$ cat config.mk
export PLATFORM = sky130hd
export DESIGN_NAME = pmic_voltage_selector_codec
export DESIGN_NICKNAME = d
export VERILOG_FILES = /design/src/pvs_pkg.sv /design/src/pmic_voltage_selector_codec.sv /design/src/pvs_classify.sv /design/src/pvs_multiply.sv /design/src/pvs_combine.sv /design/src/pvs_finish.sv
export SDC_FILE = /design/constraint.sdc
export NUM_CORES = 2
export LEC_CHECK = 0
export ABC_AREA = 1
export ABC_CLOCK_PERIOD_IN_PS = 13350
export BUFFER_PORTS_ARGS = -buffer_cell sky130_fd_sc_hd__buf_2
export CAP_MARGIN = 0
export CORE_MARGIN = 2
export CORE_UTILIZATION = 28
export CTS_CLUSTER_SIZE = 40
export DETAILED_ROUTE_END_ITERATION = 7
export SYNTH_ARGS = -nofsm -noshare
export SYNTH_HDL_FRONTEND = slang
export SYNTH_SLANG_ARGS = --single-unit
$ cat constraint.sdc
create_clock -name i_clk -period 13.35 [get_ports i_clk]
set_clock_uncertainty 0.2 [all_clocks]
set_input_delay 2.67 -clock i_clk [delete_from_list [all_inputs] [get_ports i_clk]]
set_output_delay 2.67 -clock i_clk [all_outputs]
set_load 0.05 [all_outputs]
$ cat src/pvs_pkg.sv
// Shared types, constants and lookup functions for the regulator voltage selector codec.
// No dependencies; every other file of the block imports this package.
package pvs_pkg;

    // Request, result and configuration groups
    typedef struct packed {
        logic        operation;
        logic [22:0] min_uv;
        logic [22:0] max_uv;
        logic [7:0]  code_in;
    } t_req;

    typedef struct packed {
        logic [7:0]  code_out;
        logic [24:0] voltage_uv;
        logic [1:0]  status;
    } t_rsp;

    typedef struct packed {
        logic        rail_is_linear;
        logic [1:0]  switcher_mode;
        logic [11:0] linear_min_mv;
        logic [11:0] linear_max_mv;
    } t_cfg;

    typedef enum logic [1:0] {
        CFG_RAIL_IS_LINEAR = 2'd0,
        CFG_SWITCHER_MODE  = 2'd1,
        CFG_LINEAR_MIN_MV  = 2'd2,
        CFG_LINEAR_MAX_MV  = 2'd3
    } t_cfg_idx;

    localparam logic       OP_ENCODE    = 1'b0;
    localparam logic       OP_DECODE    = 1'b1;
    localparam logic [1:0] STATUS_OK    = 2'd0;
    localparam logic [1:0] STATUS_UNREP = 2'd1;
    localparam logic [1:0] STATUS_LIMIT = 2'd2;

    // How the back end of the pipe finishes a request
    typedef enum logic [1:0] {
        K_DIRECT  = 2'd0,   // result settled in the first stage
        K_SW_DIV  = 2'd1,   // switching rail encode, divide by step
        K_LIN_DIV = 2'd2,   // linear rail encode, divide by 100 mV
        K_DEC_MUL = 2'd3    // decode, offset plus code times step
    } t_kind;

    typedef enum logic [1:0] {
        STEP_SEL_PLAIN = 2'd0,
        STEP_SEL_EXT   = 2'd1,
        STEP_SEL_LIN   = 2'd2
    } t_step_sel;

    localparam int unsigned RECIP_SHIFT = 24;
    localparam int unsigned D_W         = 23;
    localparam int unsigned Q_W         = 10;
    localparam int unsigned STEP_W      = 17;
    localparam int unsigned RECIP_W     = 11;
    localparam int unsigned RPROD_W     = D_W + RECIP_W;
    localparam int unsigned MPROD_W     = Q_W + STEP_W;
    localparam int unsigned ACC_W       = 25;
    localparam int unsigned OFS_W       = 22;

    localparam logic [7:0]       FIXED_FIRST  = 8'd58;
    localparam logic [7:0]       FIXED_LAST   = 8'd62;
    localparam logic [Q_W:0]     SW_C_MAX     = 11'd56;
    localparam logic [Q_W:0]     LIN_Q_MIN    = 11'd10;
    localparam logic [Q_W:0]     LIN_Q_OFS    = 11'd9;
    localparam logic [OFS_W-1:0] LIN_DEC_BASE = 22'd900000;

    function automatic logic [STEP_W-1:0] step_of(input t_step_sel sel);
        logic [STEP_W-1:0] s;
        unique case (sel)
            STEP_SEL_PLAIN: s = 17'd12500;
            STEP_SEL_EXT:   s = 17'd38600;
            default:        s = 17'd100000;
        endcase
        return s;
    endfunction

    // floor(2^RECIP_SHIFT / step)
    function automatic logic [RECIP_W-1:0] recip_of(input t_step_sel sel);
        logic [RECIP_W-1:0] m;
        unique case (sel)
            STEP_SEL_PLAIN: m = 11'd1342;
            STEP_SEL_EXT:   m = 11'd434;
            default:        m = 11'd167;
        endcase
        return m;
    endfunction

    // For the switching steps, a remainder at or above a hundredth of the step rounds the code up
    function automatic logic [8:0] rnd_of(input t_step_sel sel);
        logic [8:0] r;
        unique case (sel)
            STEP_SEL_PLAIN: r = 9'd125;
            STEP_SEL_EXT:   r = 9'd386;
            default:        r = 9'd0;
        endcase
        return r;
    endfunction

    function automatic logic [OFS_W-1:0] base_of(input logic [1:0] mode);
        logic [OFS_W-1:0] b;
        unique case (mode)
            2'd0:    b = 22'd600000;
            2'd1:    b = 22'd700000;
            2'd2:    b = 22'd1852000;
            default: b = 22'd2161000;
        endcase
        return b;
    endfunction

    function automatic logic [D_W-1:0] ceil_of(input logic [1:0] mode);
        logic [D_W-1:0] c;
        unique case (mode)
            2'd0:    c = 23'd1300000;
            2'd1:    c = 23'd1420000;
            2'd2:    c = 23'd4013600;
            default: c = 23'd4321000;
        endcase
        return c;
    endfunction

    function automatic logic [OFS_W-1:0] fixed_level(input logic [1:0] mode,
                                                     input logic [2:0] idx);
        logic [OFS_W-1:0] lvl;
        if (!mode[1]) begin
            unique case (idx)
                3'd0:    lvl = 22'd1350000;
                3'd1:    lvl = 22'd1500000;
                3'd2:    lvl = 22'd1800000;
                3'd3:    lvl = 22'd1900000;
                3'd4:    lvl = 22'd2100000;
                default: lvl = '0;
            endcase
        end else begin
            unique case (idx)
                3'd0:    lvl = mode[0] ? 22'd4167000 : 22'd2084000;
                3'd1:    lvl = 22'd2315000;
                3'd2:    lvl = 22'd2778000;
                3'd3:    lvl = 22'd2932000;
                3'd4:    lvl = 22'd3241000;
                default: lvl = '0;
            endcase
        end
        return lvl;
    endfunction

    // Stage payloads
    typedef struct packed {
        t_kind            kind;
        t_step_sel        sel;
        logic [D_W-1:0]   d;
        logic [Q_W-1:0]   mul_a;
        logic [OFS_W-1:0] offset;
        t_rsp             dir;
        logic [OFS_W-1:0] lim_lo;
        logic [OFS_W-1:0] lim_hi;
        logic [D_W-1:0]   mx;
    } t_s1;

    typedef struct packed {
        t_kind            kind;
        t_step_sel        sel;
        logic [D_W-1:0]   d;
        logic [Q_W-1:0]   q_est;
        logic [ACC_W-1:0] prod;
        logic [OFS_W-1:0] offset;
        t_rsp             dir;
        logic             lim_fail;
    } t_s2;

    typedef struct packed {
        t_kind            kind;
        t_step_sel        sel;
        logic [Q_W-1:0]   q_est;
        logic [ACC_W-1:0] acc;
        t_rsp             dir;
        logic             lim_fail;
    } t_s3;

endpackage

$ cat src/pmic_voltage_selector_codec.sv
// Regulator voltage selector codec: top level with configuration registers and four-stage pipe.
// A request taken at a rising edge passes through the four register stages and shows its
// result, strobed by o_valid, for a single cycle. Throughput: one request every cycle;
// busy stays low and the receiver cannot hold results off.
// Reset (synchronous, active low) clears every stage valid bit and returns the configuration
// registers to their defaults; there is no clearing pass.
module pmic_voltage_selector_codec (
    input  logic          i_clk,
    input  logic          i_rst_n,
    input  logic          start,
    output logic          busy,
    input  pvs_pkg::t_req i_req,
    output logic          o_valid,
    output pvs_pkg::t_rsp o_rsp,
    input  logic          i_cfg_we,
    input  logic [1:0]    i_cfg_idx,
    input  logic [11:0]   i_cfg_data
);
    import pvs_pkg::*;

    // Configuration registers. The user must change them only while the pipe is empty; the block
    // does not enforce it. Only stage one reads them; derived limits travel with each request.
    t_cfg r_cfg;
    t_cfg n_cfg;

    logic accept;
    logic s1_valid;
    t_s1  s1_data;
    logic s2_valid;
    t_s2  s2_data;
    logic s3_valid;
    t_s3  s3_data;

    // The pipe never stalls: hold busy low and take a request on every cycle
    assign busy   = 1'b0;
    assign accept = start && !busy;

    always_comb begin
        n_cfg = r_cfg;
        if (i_cfg_we) begin
            unique case (t_cfg_idx'(i_cfg_idx))
                CFG_RAIL_IS_LINEAR: n_cfg.rail_is_linear = i_cfg_data[0];
                CFG_SWITCHER_MODE:  n_cfg.switcher_mode  = i_cfg_data[1:0];
                CFG_LINEAR_MIN_MV:  n_cfg.linear_min_mv  = i_cfg_data;
                CFG_LINEAR_MAX_MV:  n_cfg.linear_max_mv  = i_cfg_data;
            endcase
        end
    end

    always_ff @(posedge i_clk) begin
        if (!i_rst_n) begin
            r_cfg.rail_is_linear <= 1'b0;
            r_cfg.switcher_mode  <= 2'd0;
            r_cfg.linear_min_mv  <= 12'd1100;
            r_cfg.linear_max_mv  <= 12'd3300;
        end else begin
            r_cfg <= n_cfg;
        end
    end

    // Stage one: decide the request kind; settle zero, fixed-level and error answers;
    // estimate the quotient by reciprocal multiplication.
    pvs_classify u_classify (
        .i_clk   (i_clk),
        .i_rst_n (i_rst_n),
        .i_valid (accept),
        .i_req   (i_req),
        .i_cfg   (r_cfg),
        .o_valid (s1_valid),
        .o_s1    (s1_data)
    );

    // Stage two: multiply the estimate (or the decode code) by the step; test rail limits.
    pvs_multiply u_multiply (
        .i_clk   (i_clk),
        .i_rst_n (i_rst_n),
        .i_valid (s1_valid),
        .i_s1    (s1_data),
        .o_valid (s2_valid),
        .o_s2    (s2_data)
    );

    // Stage three: remainder for encode, offset plus product for decode.
    pvs_combine u_combine (
        .i_clk   (i_clk),
        .i_rst_n (i_rst_n),
        .i_valid (s2_valid),
        .i_s2    (s2_data),
        .o_valid (s3_valid),
        .o_s3    (s3_data)
    );

    // Stage four: advance the estimate by one where the remainder overshoots, round a switching
    // code up on a remainder of a hundredth step or more, range-check, drive the output register.
    pvs_finish u_finish (
        .i_clk   (i_clk),
        .i_rst_n (i_rst_n),
        .i_valid (s3_valid),
        .i_s3    (s3_data),
        .o_valid (o_valid),
        .o_rsp   (o_rsp)
    );

endmodule

$ cat src/pvs_classify.sv
// First pipe stage: sort the request, settle the simple cases, estimate the quotient.
// Depends on pvs_pkg.
module pvs_classify (
    input  logic          i_clk,
    input  logic          i_rst_n,
    input  logic          i_valid,
    input  pvs_pkg::t_req i_req,
    input  pvs_pkg::t_cfg i_cfg,
    output logic          o_valid,
    output pvs_pkg::t_s1  o_s1
);
    import pvs_pkg::*;

    localparam logic [D_W-1:0] LVL62_MIN = 23'd1900000;
    localparam logic [D_W-1:0] LVL62_MAX = 23'd2100000;
    localparam logic [D_W-1:0] LVL61_MIN = 23'd1800000;
    localparam logic [D_W-1:0] LVL61_MAX = 23'd1900000;
    localparam logic [D_W-1:0] LVL60_MAX = 23'd1800000;
    localparam logic [D_W-1:0] LVL59_MIN = 23'd1350000;
    localparam logic [D_W-1:0] LVL59_MAX = 23'd1500000;
    localparam logic [D_W-1:0] LVL58_MIN = 23'd1300000;
    localparam logic [D_W-1:0] LVL58_MAX = 23'd1350000;
    localparam logic [7:0]     CODE_62   = 8'd62;
    localparam logic [7:0]     CODE_61   = 8'd61;
    localparam logic [7:0]     CODE_60   = 8'd60;
    localparam logic [7:0]     CODE_59   = 8'd59;
    localparam logic [7:0]     CODE_58   = 8'd58;

    logic                 r_valid;
    t_s1                  r_s1;
    t_s1                  n_s1;
    logic [1:0]           mode;
    logic [D_W-1:0]       mn;
    logic [D_W-1:0]       mx;
    logic [7:0]           code;
    logic [OFS_W-1:0]     base;
    logic [D_W-1:0]       lvl60_min;
    logic [7:0]           dec_k;
    logic [RPROD_W-1:0]   recip_prod;

    always_comb begin
        mode      = i_cfg.switcher_mode;
        mn        = i_req.min_uv;
        mx        = i_req.max_uv;
        code      = i_req.code_in;
        base      = base_of(mode);
        lvl60_min = mode[0] ? LVL59_MIN : LVL59_MAX;
        dec_k     = code;

        n_s1.kind   = K_DIRECT;
        n_s1.sel    = mode[1] ? STEP_SEL_EXT : STEP_SEL_PLAIN;
        n_s1.d      = mn;
        n_s1.offset = base;
        n_s1.dir    = '0;
        n_s1.lim_lo = OFS_W'(i_cfg.linear_min_mv) * 22'd1000;
        n_s1.lim_hi = (OFS_W'(i_cfg.linear_max_mv) + 22'd1) * 22'd1000;
        n_s1.mx     = mx;

        if (i_req.operation == OP_DECODE) begin
            if (i_cfg.rail_is_linear) begin
                n_s1.kind   = K_DEC_MUL;
                n_s1.sel    = STEP_SEL_LIN;
                n_s1.offset = LIN_DEC_BASE;
            end else if (code == '0) begin
                n_s1.kind = K_DIRECT;
            end else if (code < FIXED_FIRST) begin
                n_s1.kind = K_DEC_MUL;
                dec_k     = code - 8'd1;
            end else if (code <= FIXED_LAST) begin
                n_s1.dir.voltage_uv = ACC_W'(fixed_level(mode, 3'(code - FIXED_FIRST)));
            end else begin
                n_s1.dir.status = STATUS_UNREP;
            end
        end else if (i_cfg.rail_is_linear) begin
            n_s1.kind = K_LIN_DIV;
            n_s1.sel  = STEP_SEL_LIN;
        end else begin
            priority if (mn == '0) begin
                n_s1.kind = K_DIRECT;
            end else if (mn >= D_W'(base) && mx <= ceil_of(mode)) begin
                n_s1.kind = K_SW_DIV;
                n_s1.d    = mn - D_W'(base);
            end else if (mode[1]) begin
                n_s1.dir.status = STATUS_UNREP;
            end else if (mn > LVL62_MIN && mx >= LVL62_MAX) begin
                n_s1.dir.code_out = CODE_62;
            end else if (mn > LVL61_MIN && mx >= LVL61_MAX) begin
                n_s1.dir.code_out = CODE_61;
            end else if (mn > lvl60_min && mx >= LVL60_MAX) begin
                n_s1.dir.code_out = CODE_60;
            end else if (mn > LVL59_MIN && mx >= LVL59_MAX) begin
                n_s1.dir.code_out = CODE_59;
            end else if (mn > LVL58_MIN && mx >= LVL58_MAX) begin
                n_s1.dir.code_out = CODE_58;
            end else begin
                n_s1.dir.status = STATUS_UNREP;
            end
        end

        // Quotient estimate by reciprocal: never above the true value, at most one below
        recip_prod = RPROD_W'(n_s1.d) * RPROD_W'(recip_of(n_s1.sel));
        n_s1.mul_a = (n_s1.kind == K_DEC_MUL) ? Q_W'(dec_k)
                                              : recip_prod[RPROD_W-1:RECIP_SHIFT];
    end

    always_ff @(posedge i_clk) begin
        if (!i_rst_n) begin
            r_valid <= 1'b0;
        end else begin
            r_valid <= i_valid;
        end
    end

    always_ff @(posedge i_clk) begin
        r_s1 <= n_s1;
    end

    assign o_valid = r_valid;
    assign o_s1    = r_s1;

endmodule

$ cat src/pvs_multiply.sv
// Second pipe stage: multiply quotient estimate or decode code by the step; check rail limits.
// Depends on pvs_pkg.
module pvs_multiply (
    input  logic         i_clk,
    input  logic         i_rst_n,
    input  logic         i_valid,
    input  pvs_pkg::t_s1 i_s1,
    output logic         o_valid,
    output pvs_pkg::t_s2 o_s2
);
    import pvs_pkg::*;

    logic               r_valid;
    t_s2                r_s2;
    t_s2                n_s2;
    logic [MPROD_W-1:0] prod;

    always_comb begin
        prod          = MPROD_W'(i_s1.mul_a) * MPROD_W'(step_of(i_s1.sel));
        n_s2.kind     = i_s1.kind;
        n_s2.sel      = i_s1.sel;
        n_s2.d        = i_s1.d;
        n_s2.q_est    = i_s1.mul_a;
        n_s2.prod     = prod[ACC_W-1:0];
        n_s2.offset   = i_s1.offset;
        n_s2.dir      = i_s1.dir;
        n_s2.lim_fail = (i_s1.d < D_W'(i_s1.lim_lo)) || (i_s1.mx >= D_W'(i_s1.lim_hi));
    end

    always_ff @(posedge i_clk) begin
        if (!i_rst_n) begin
            r_valid <= 1'b0;
        end else begin
            r_valid <= i_valid;
        end
    end

    always_ff @(posedge i_clk) begin
        r_s2 <= n_s2;
    end

    assign o_valid = r_valid;
    assign o_s2    = r_s2;

endmodule

$ cat src/pvs_combine.sv
// Third pipe stage: form the remainder for encode or the voltage for decode.
// Depends on pvs_pkg.
module pvs_combine (
    input  logic         i_clk,
    input  logic         i_rst_n,
    input  logic         i_valid,
    input  pvs_pkg::t_s2 i_s2,
    output logic         o_valid,
    output pvs_pkg::t_s3 o_s3
);
    import pvs_pkg::*;

    logic r_valid;
    t_s3  r_s3;
    t_s3  n_s3;

    always_comb begin
        n_s3.kind     = i_s2.kind;
        n_s3.sel      = i_s2.sel;
        n_s3.q_est    = i_s2.q_est;
        n_s3.dir      = i_s2.dir;
        n_s3.lim_fail = i_s2.lim_fail;
        if (i_s2.kind == K_DEC_MUL) begin
            n_s3.acc = ACC_W'(i_s2.offset) + i_s2.prod;
        end else begin
            n_s3.acc = ACC_W'(i_s2.d) - i_s2.prod;
        end
    end

    always_ff @(posedge i_clk) begin
        if (!i_rst_n) begin
            r_valid <= 1'b0;
        end else begin
            r_valid <= i_valid;
        end
    end

    always_ff @(posedge i_clk) begin
        r_s3 <= n_s3;
    end

    assign o_valid = r_valid;
    assign o_s3    = r_s3;

endmodule

$ cat src/pvs_finish.sv
// Last pipe stage: correct the quotient, round, range-check and register the result.
// Depends on pvs_pkg.
module pvs_finish (
    input  logic          i_clk,
    input  logic          i_rst_n,
    input  logic          i_valid,
    input  pvs_pkg::t_s3  i_s3,
    output logic          o_valid,
    output pvs_pkg::t_rsp o_rsp
);
    import pvs_pkg::*;

    logic              r_valid;
    t_rsp              r_rsp;
    t_rsp              n_rsp;
    logic [ACC_W-1:0]  step;
    logic              over;
    logic [Q_W:0]      q;
    logic [ACC_W-1:0]  rem;
    logic              rnd;
    logic [Q_W:0]      c;

    always_comb begin
        step  = ACC_W'(step_of(i_s3.sel));
        over  = i_s3.acc >= step;
        q     = over ? (Q_W+1)'(i_s3.q_est) + 11'd1 : (Q_W+1)'(i_s3.q_est);
        rem   = over ? i_s3.acc - step : i_s3.acc;
        rnd   = rem >= ACC_W'(rnd_of(i_s3.sel));
        c     = q + (Q_W+1)'(rnd);
        n_rsp = '0;
        unique case (i_s3.kind)
            K_DIRECT: begin
                n_rsp = i_s3.dir;
            end
            K_SW_DIV: begin
                if (c > SW_C_MAX) begin
                    n_rsp.status = STATUS_UNREP;
                end else begin
                    n_rsp.code_out = 8'(c + 11'd1);
                end
            end
            K_LIN_DIV: begin
                if (i_s3.lim_fail) begin
                    n_rsp.status = STATUS_LIMIT;
                end else if (q < LIN_Q_MIN) begin
                    n_rsp.status = STATUS_UNREP;
                end else begin
                    n_rsp.code_out = 8'(q - LIN_Q_OFS);
                end
            end
            K_DEC_MUL: begin
                n_rsp.voltage_uv = i_s3.acc;
            end
        endcase
    end

    always_ff @(posedge i_clk) begin
        if (!i_rst_n) begin
            r_valid <= 1'b0;
        end else begin
            r_valid <= i_valid;
        end
    end

    always_ff @(posedge i_clk) begin
        r_rsp <= n_rsp;
    end

    assign o_valid = r_valid;
    assign o_rsp   = r_rsp;

endmodule

==> metrics.txt <==
DRT iter0 DRCs=approximately 1400; Inserted Clock Buffers=41; Clock Sinks=362; DRT antenna net count=0; Final Max Tran Viols=0; crit share post-route=0.757; area share of fa/ha/maj cells after synthesis=0.364; CP Class=input pin to flip-flop; Yosys top cell area share=0.232; layout cells sized above 1=0.0661; most used flip-flop cell after synthesis=dfxtp_1; HPWL Detailed=75500 um; delay-heaviest family, CP=adder cells; Synth top cells by count=729 x inv_1, 585 x nand2_1, 442 x ha_1; capturing point of the worst reg2reg path=u_classify.o_s1[131]; WHS Path Cells=0; # resized after CTS=0; TritonCTS clock tree=yes; Core Region=about 110000 um^2; Simple-Gate Fraction of Synth Area=0.167; H-tree levels=2; slew margin rel.=0.226; complex-gate fraction of the synthesized area=0.103; clk_lat worst skew=0.58 ns; Initial Util=0.282; final hold viol count=0; Syn Area/Cell=8.16 um^2; # IOs=110; Tightest Pin Transition=~1.2 ns; max frequency=a little under 100 MHz; WL per Instance=between 15 and 20 um; Tmin final=10.11 ns; Synth Instances=between 3000 and 4000; MaxCap Viol Count=0; RSZ-0062 raised after global routing=no; Hold Crit Start=u_multiply.o_s2[85]; initial antenna violation count=10; CP endpoint kind=flip-flop; CP Launch Type=input pin; Worst-path clk slew=0.07 ns; largest cells by area after synthesis=dfxtp_1 23%, fa_1 19%, ha_1 18%; grt total ovfl=0; vias post-DR=between 20000 and 30000; Layout Nets=4738; Placer Congestion=about 0.94; chip height=roughly 340 um; reg2reg start=r_cfg[24]; Worst R2R Path Depth=34; postcts setup bufs=0; Syn Nets=4627; Post-CTS Hold Fix Bufs=0; count leader, synth=inv_1; FILL cells=11784; Setup TNS=0 ns; Hold Path End=u_combine.o_s3[63]; status=finished, final reports clean; final wirelength=about 90000 um; crit path max fanout=25; peak per-stage delay on the critical path=0.59 ns; CP required=between 10 and 15 ns; main combinational cell family by area after synthesis=adder cells; Final Setup Violations=0; # DRC=0; first-pass GRT wire length=139000 um; Distinct cells, synth=68; xor/xnor share of the synthesized area=0.0366; GRT Overall Usage=0.156; Die Footprint=114000 um^2; root buffer cell=clkbuf_16; multi-input logic area=20900 um^2; register area=7250 um^2; Hold WC Path Type=flip-flop to flip-flop; P&R area growth vs syn=11.9%; EDFF count, synth=0; maximum clock path buffer count=3; YS warnings=0; drt via density=between 4 and 5; #FFs+latches synth=roughly 360; width of the die=approximately 340 um; post-synthesis mux area share=0.000361; async set-or-reset flop fraction in the synthesized netlist=0; synthesized area=~31000 um^2; Critical Path AT=10.37 ns; Pre-antenna DRT Iters=5; pin count of the biggest net entering global routing=57; WP buf/inv=6; FF-to-FF setup slack=3.44 ns; Std-Cell Rows=roughly 120; largest area contributor in the netlist=dfxtp_1; Slowest-stage cell, CP=o21ai_0; Port Buf Inserts=between 100 and 150; register area share after synthesis=0.232; vias in the first global route=about 25000
-- final cells by class --
class	count	area share
Clock inverter	19	0.00538
Antenna cell	1	0.0000718
Clock buffer	56	0.0354
Timing Repair Buffer	121	0.0183
Sequential cell	362	0.208
Inverter	741	0.0798
Multi-Input combinational cell	2666	0.600
Tap cell	1488	0.0534
-- flip-flops by register name, indices dropped and copies added (netlist names) --
signal and count:
r_cfg 27, u_classify.o_s1 135, u_classify.o_valid 1, u_combine.o_s3 63, u_combine.o_valid 1, u_finish.o_rsp 35, u_finish.o_valid 1, u_multiply.o_s2 98
u_multiply.o_valid 1
-- through the flow --
step	hold slack, ns	instance area (um^2)	setup WS [ns]	std cells	utilization
CTS	0.113	34900	3.30	5453	0.315
global placement	0.110	33400	2.81	5378	0.303
global route	0.126	34900	2.50	5453	0.315
floorplan	0.110	31200	4.06	3822	-
finish	0.113	34900	3.24	5454	0.315
detailed placement	0.112	33400	2.69	5378	0.303
-- layout by cell type (no fill, tap or decap), drive strengths merged, types with 11 or more instances in the layout --
master    n
inv     743
nand2   597
ha      442
nor2    377
dfxtp   362
fa      290
a21oi   275
o21ai   185
buf     121
nand3   105
xor2     95
nor3     65
clkbuf   56
nand4    42
xnor2    33
nor4     21
o21bai   17
a31oi    16
clkinv   12
o211ai   11
-- worst register-to-register path: cells and delay by family (launching register included) --
family | cells | cell delay [ns]
fa+ha+maj | 8 | 4.01
simple gates | 12 | 2.11
buf+inv | 7 | 1.69
compound gates | 7 | 1.49
flops | 1 | 0.30
-- cell families after synthesis --
logic type | Yosys count
and+or+nand+nor | 1232
buffers and inverters | 794
adders and majority gates | 732
AOI/OAI and AO/OA | 572
DFF | 362
xor gates and xnor gates | 128
other | 1
muxes | 1
-- worst max path at each step --
stage              start                   end  slack [ns]  cells past startpoint
4_1_cts        i_req[34]  u_classify.o_s1[131]        3.30                     34
5_1_grt        i_req[34]  u_classify.o_s1[131]        2.50                     36
2_1_floorplan  i_req[34]  u_classify.o_s1[129]        4.06                     36
3_3_place_gp   i_req[34]  u_classify.o_s1[131]        2.81                     36
6_report       i_req[34]  u_classify.o_s1[131]        3.24                     34
3_5_place_dp   i_req[34]  u_classify.o_s1[131]        2.69                     34
-- metal layers --
layer,vias up,track usage,routed length [um]
li1,12420,-,-
met1,11853,0.219,42400
met2,631,0.257,39900
met3,120,0.0178,4540
met4,2,0.0323,1760
met5,-,0,7
Power is not shown: default switching activity piles up to over one toggle a cycle in this logic, so the estimate is an artifact.
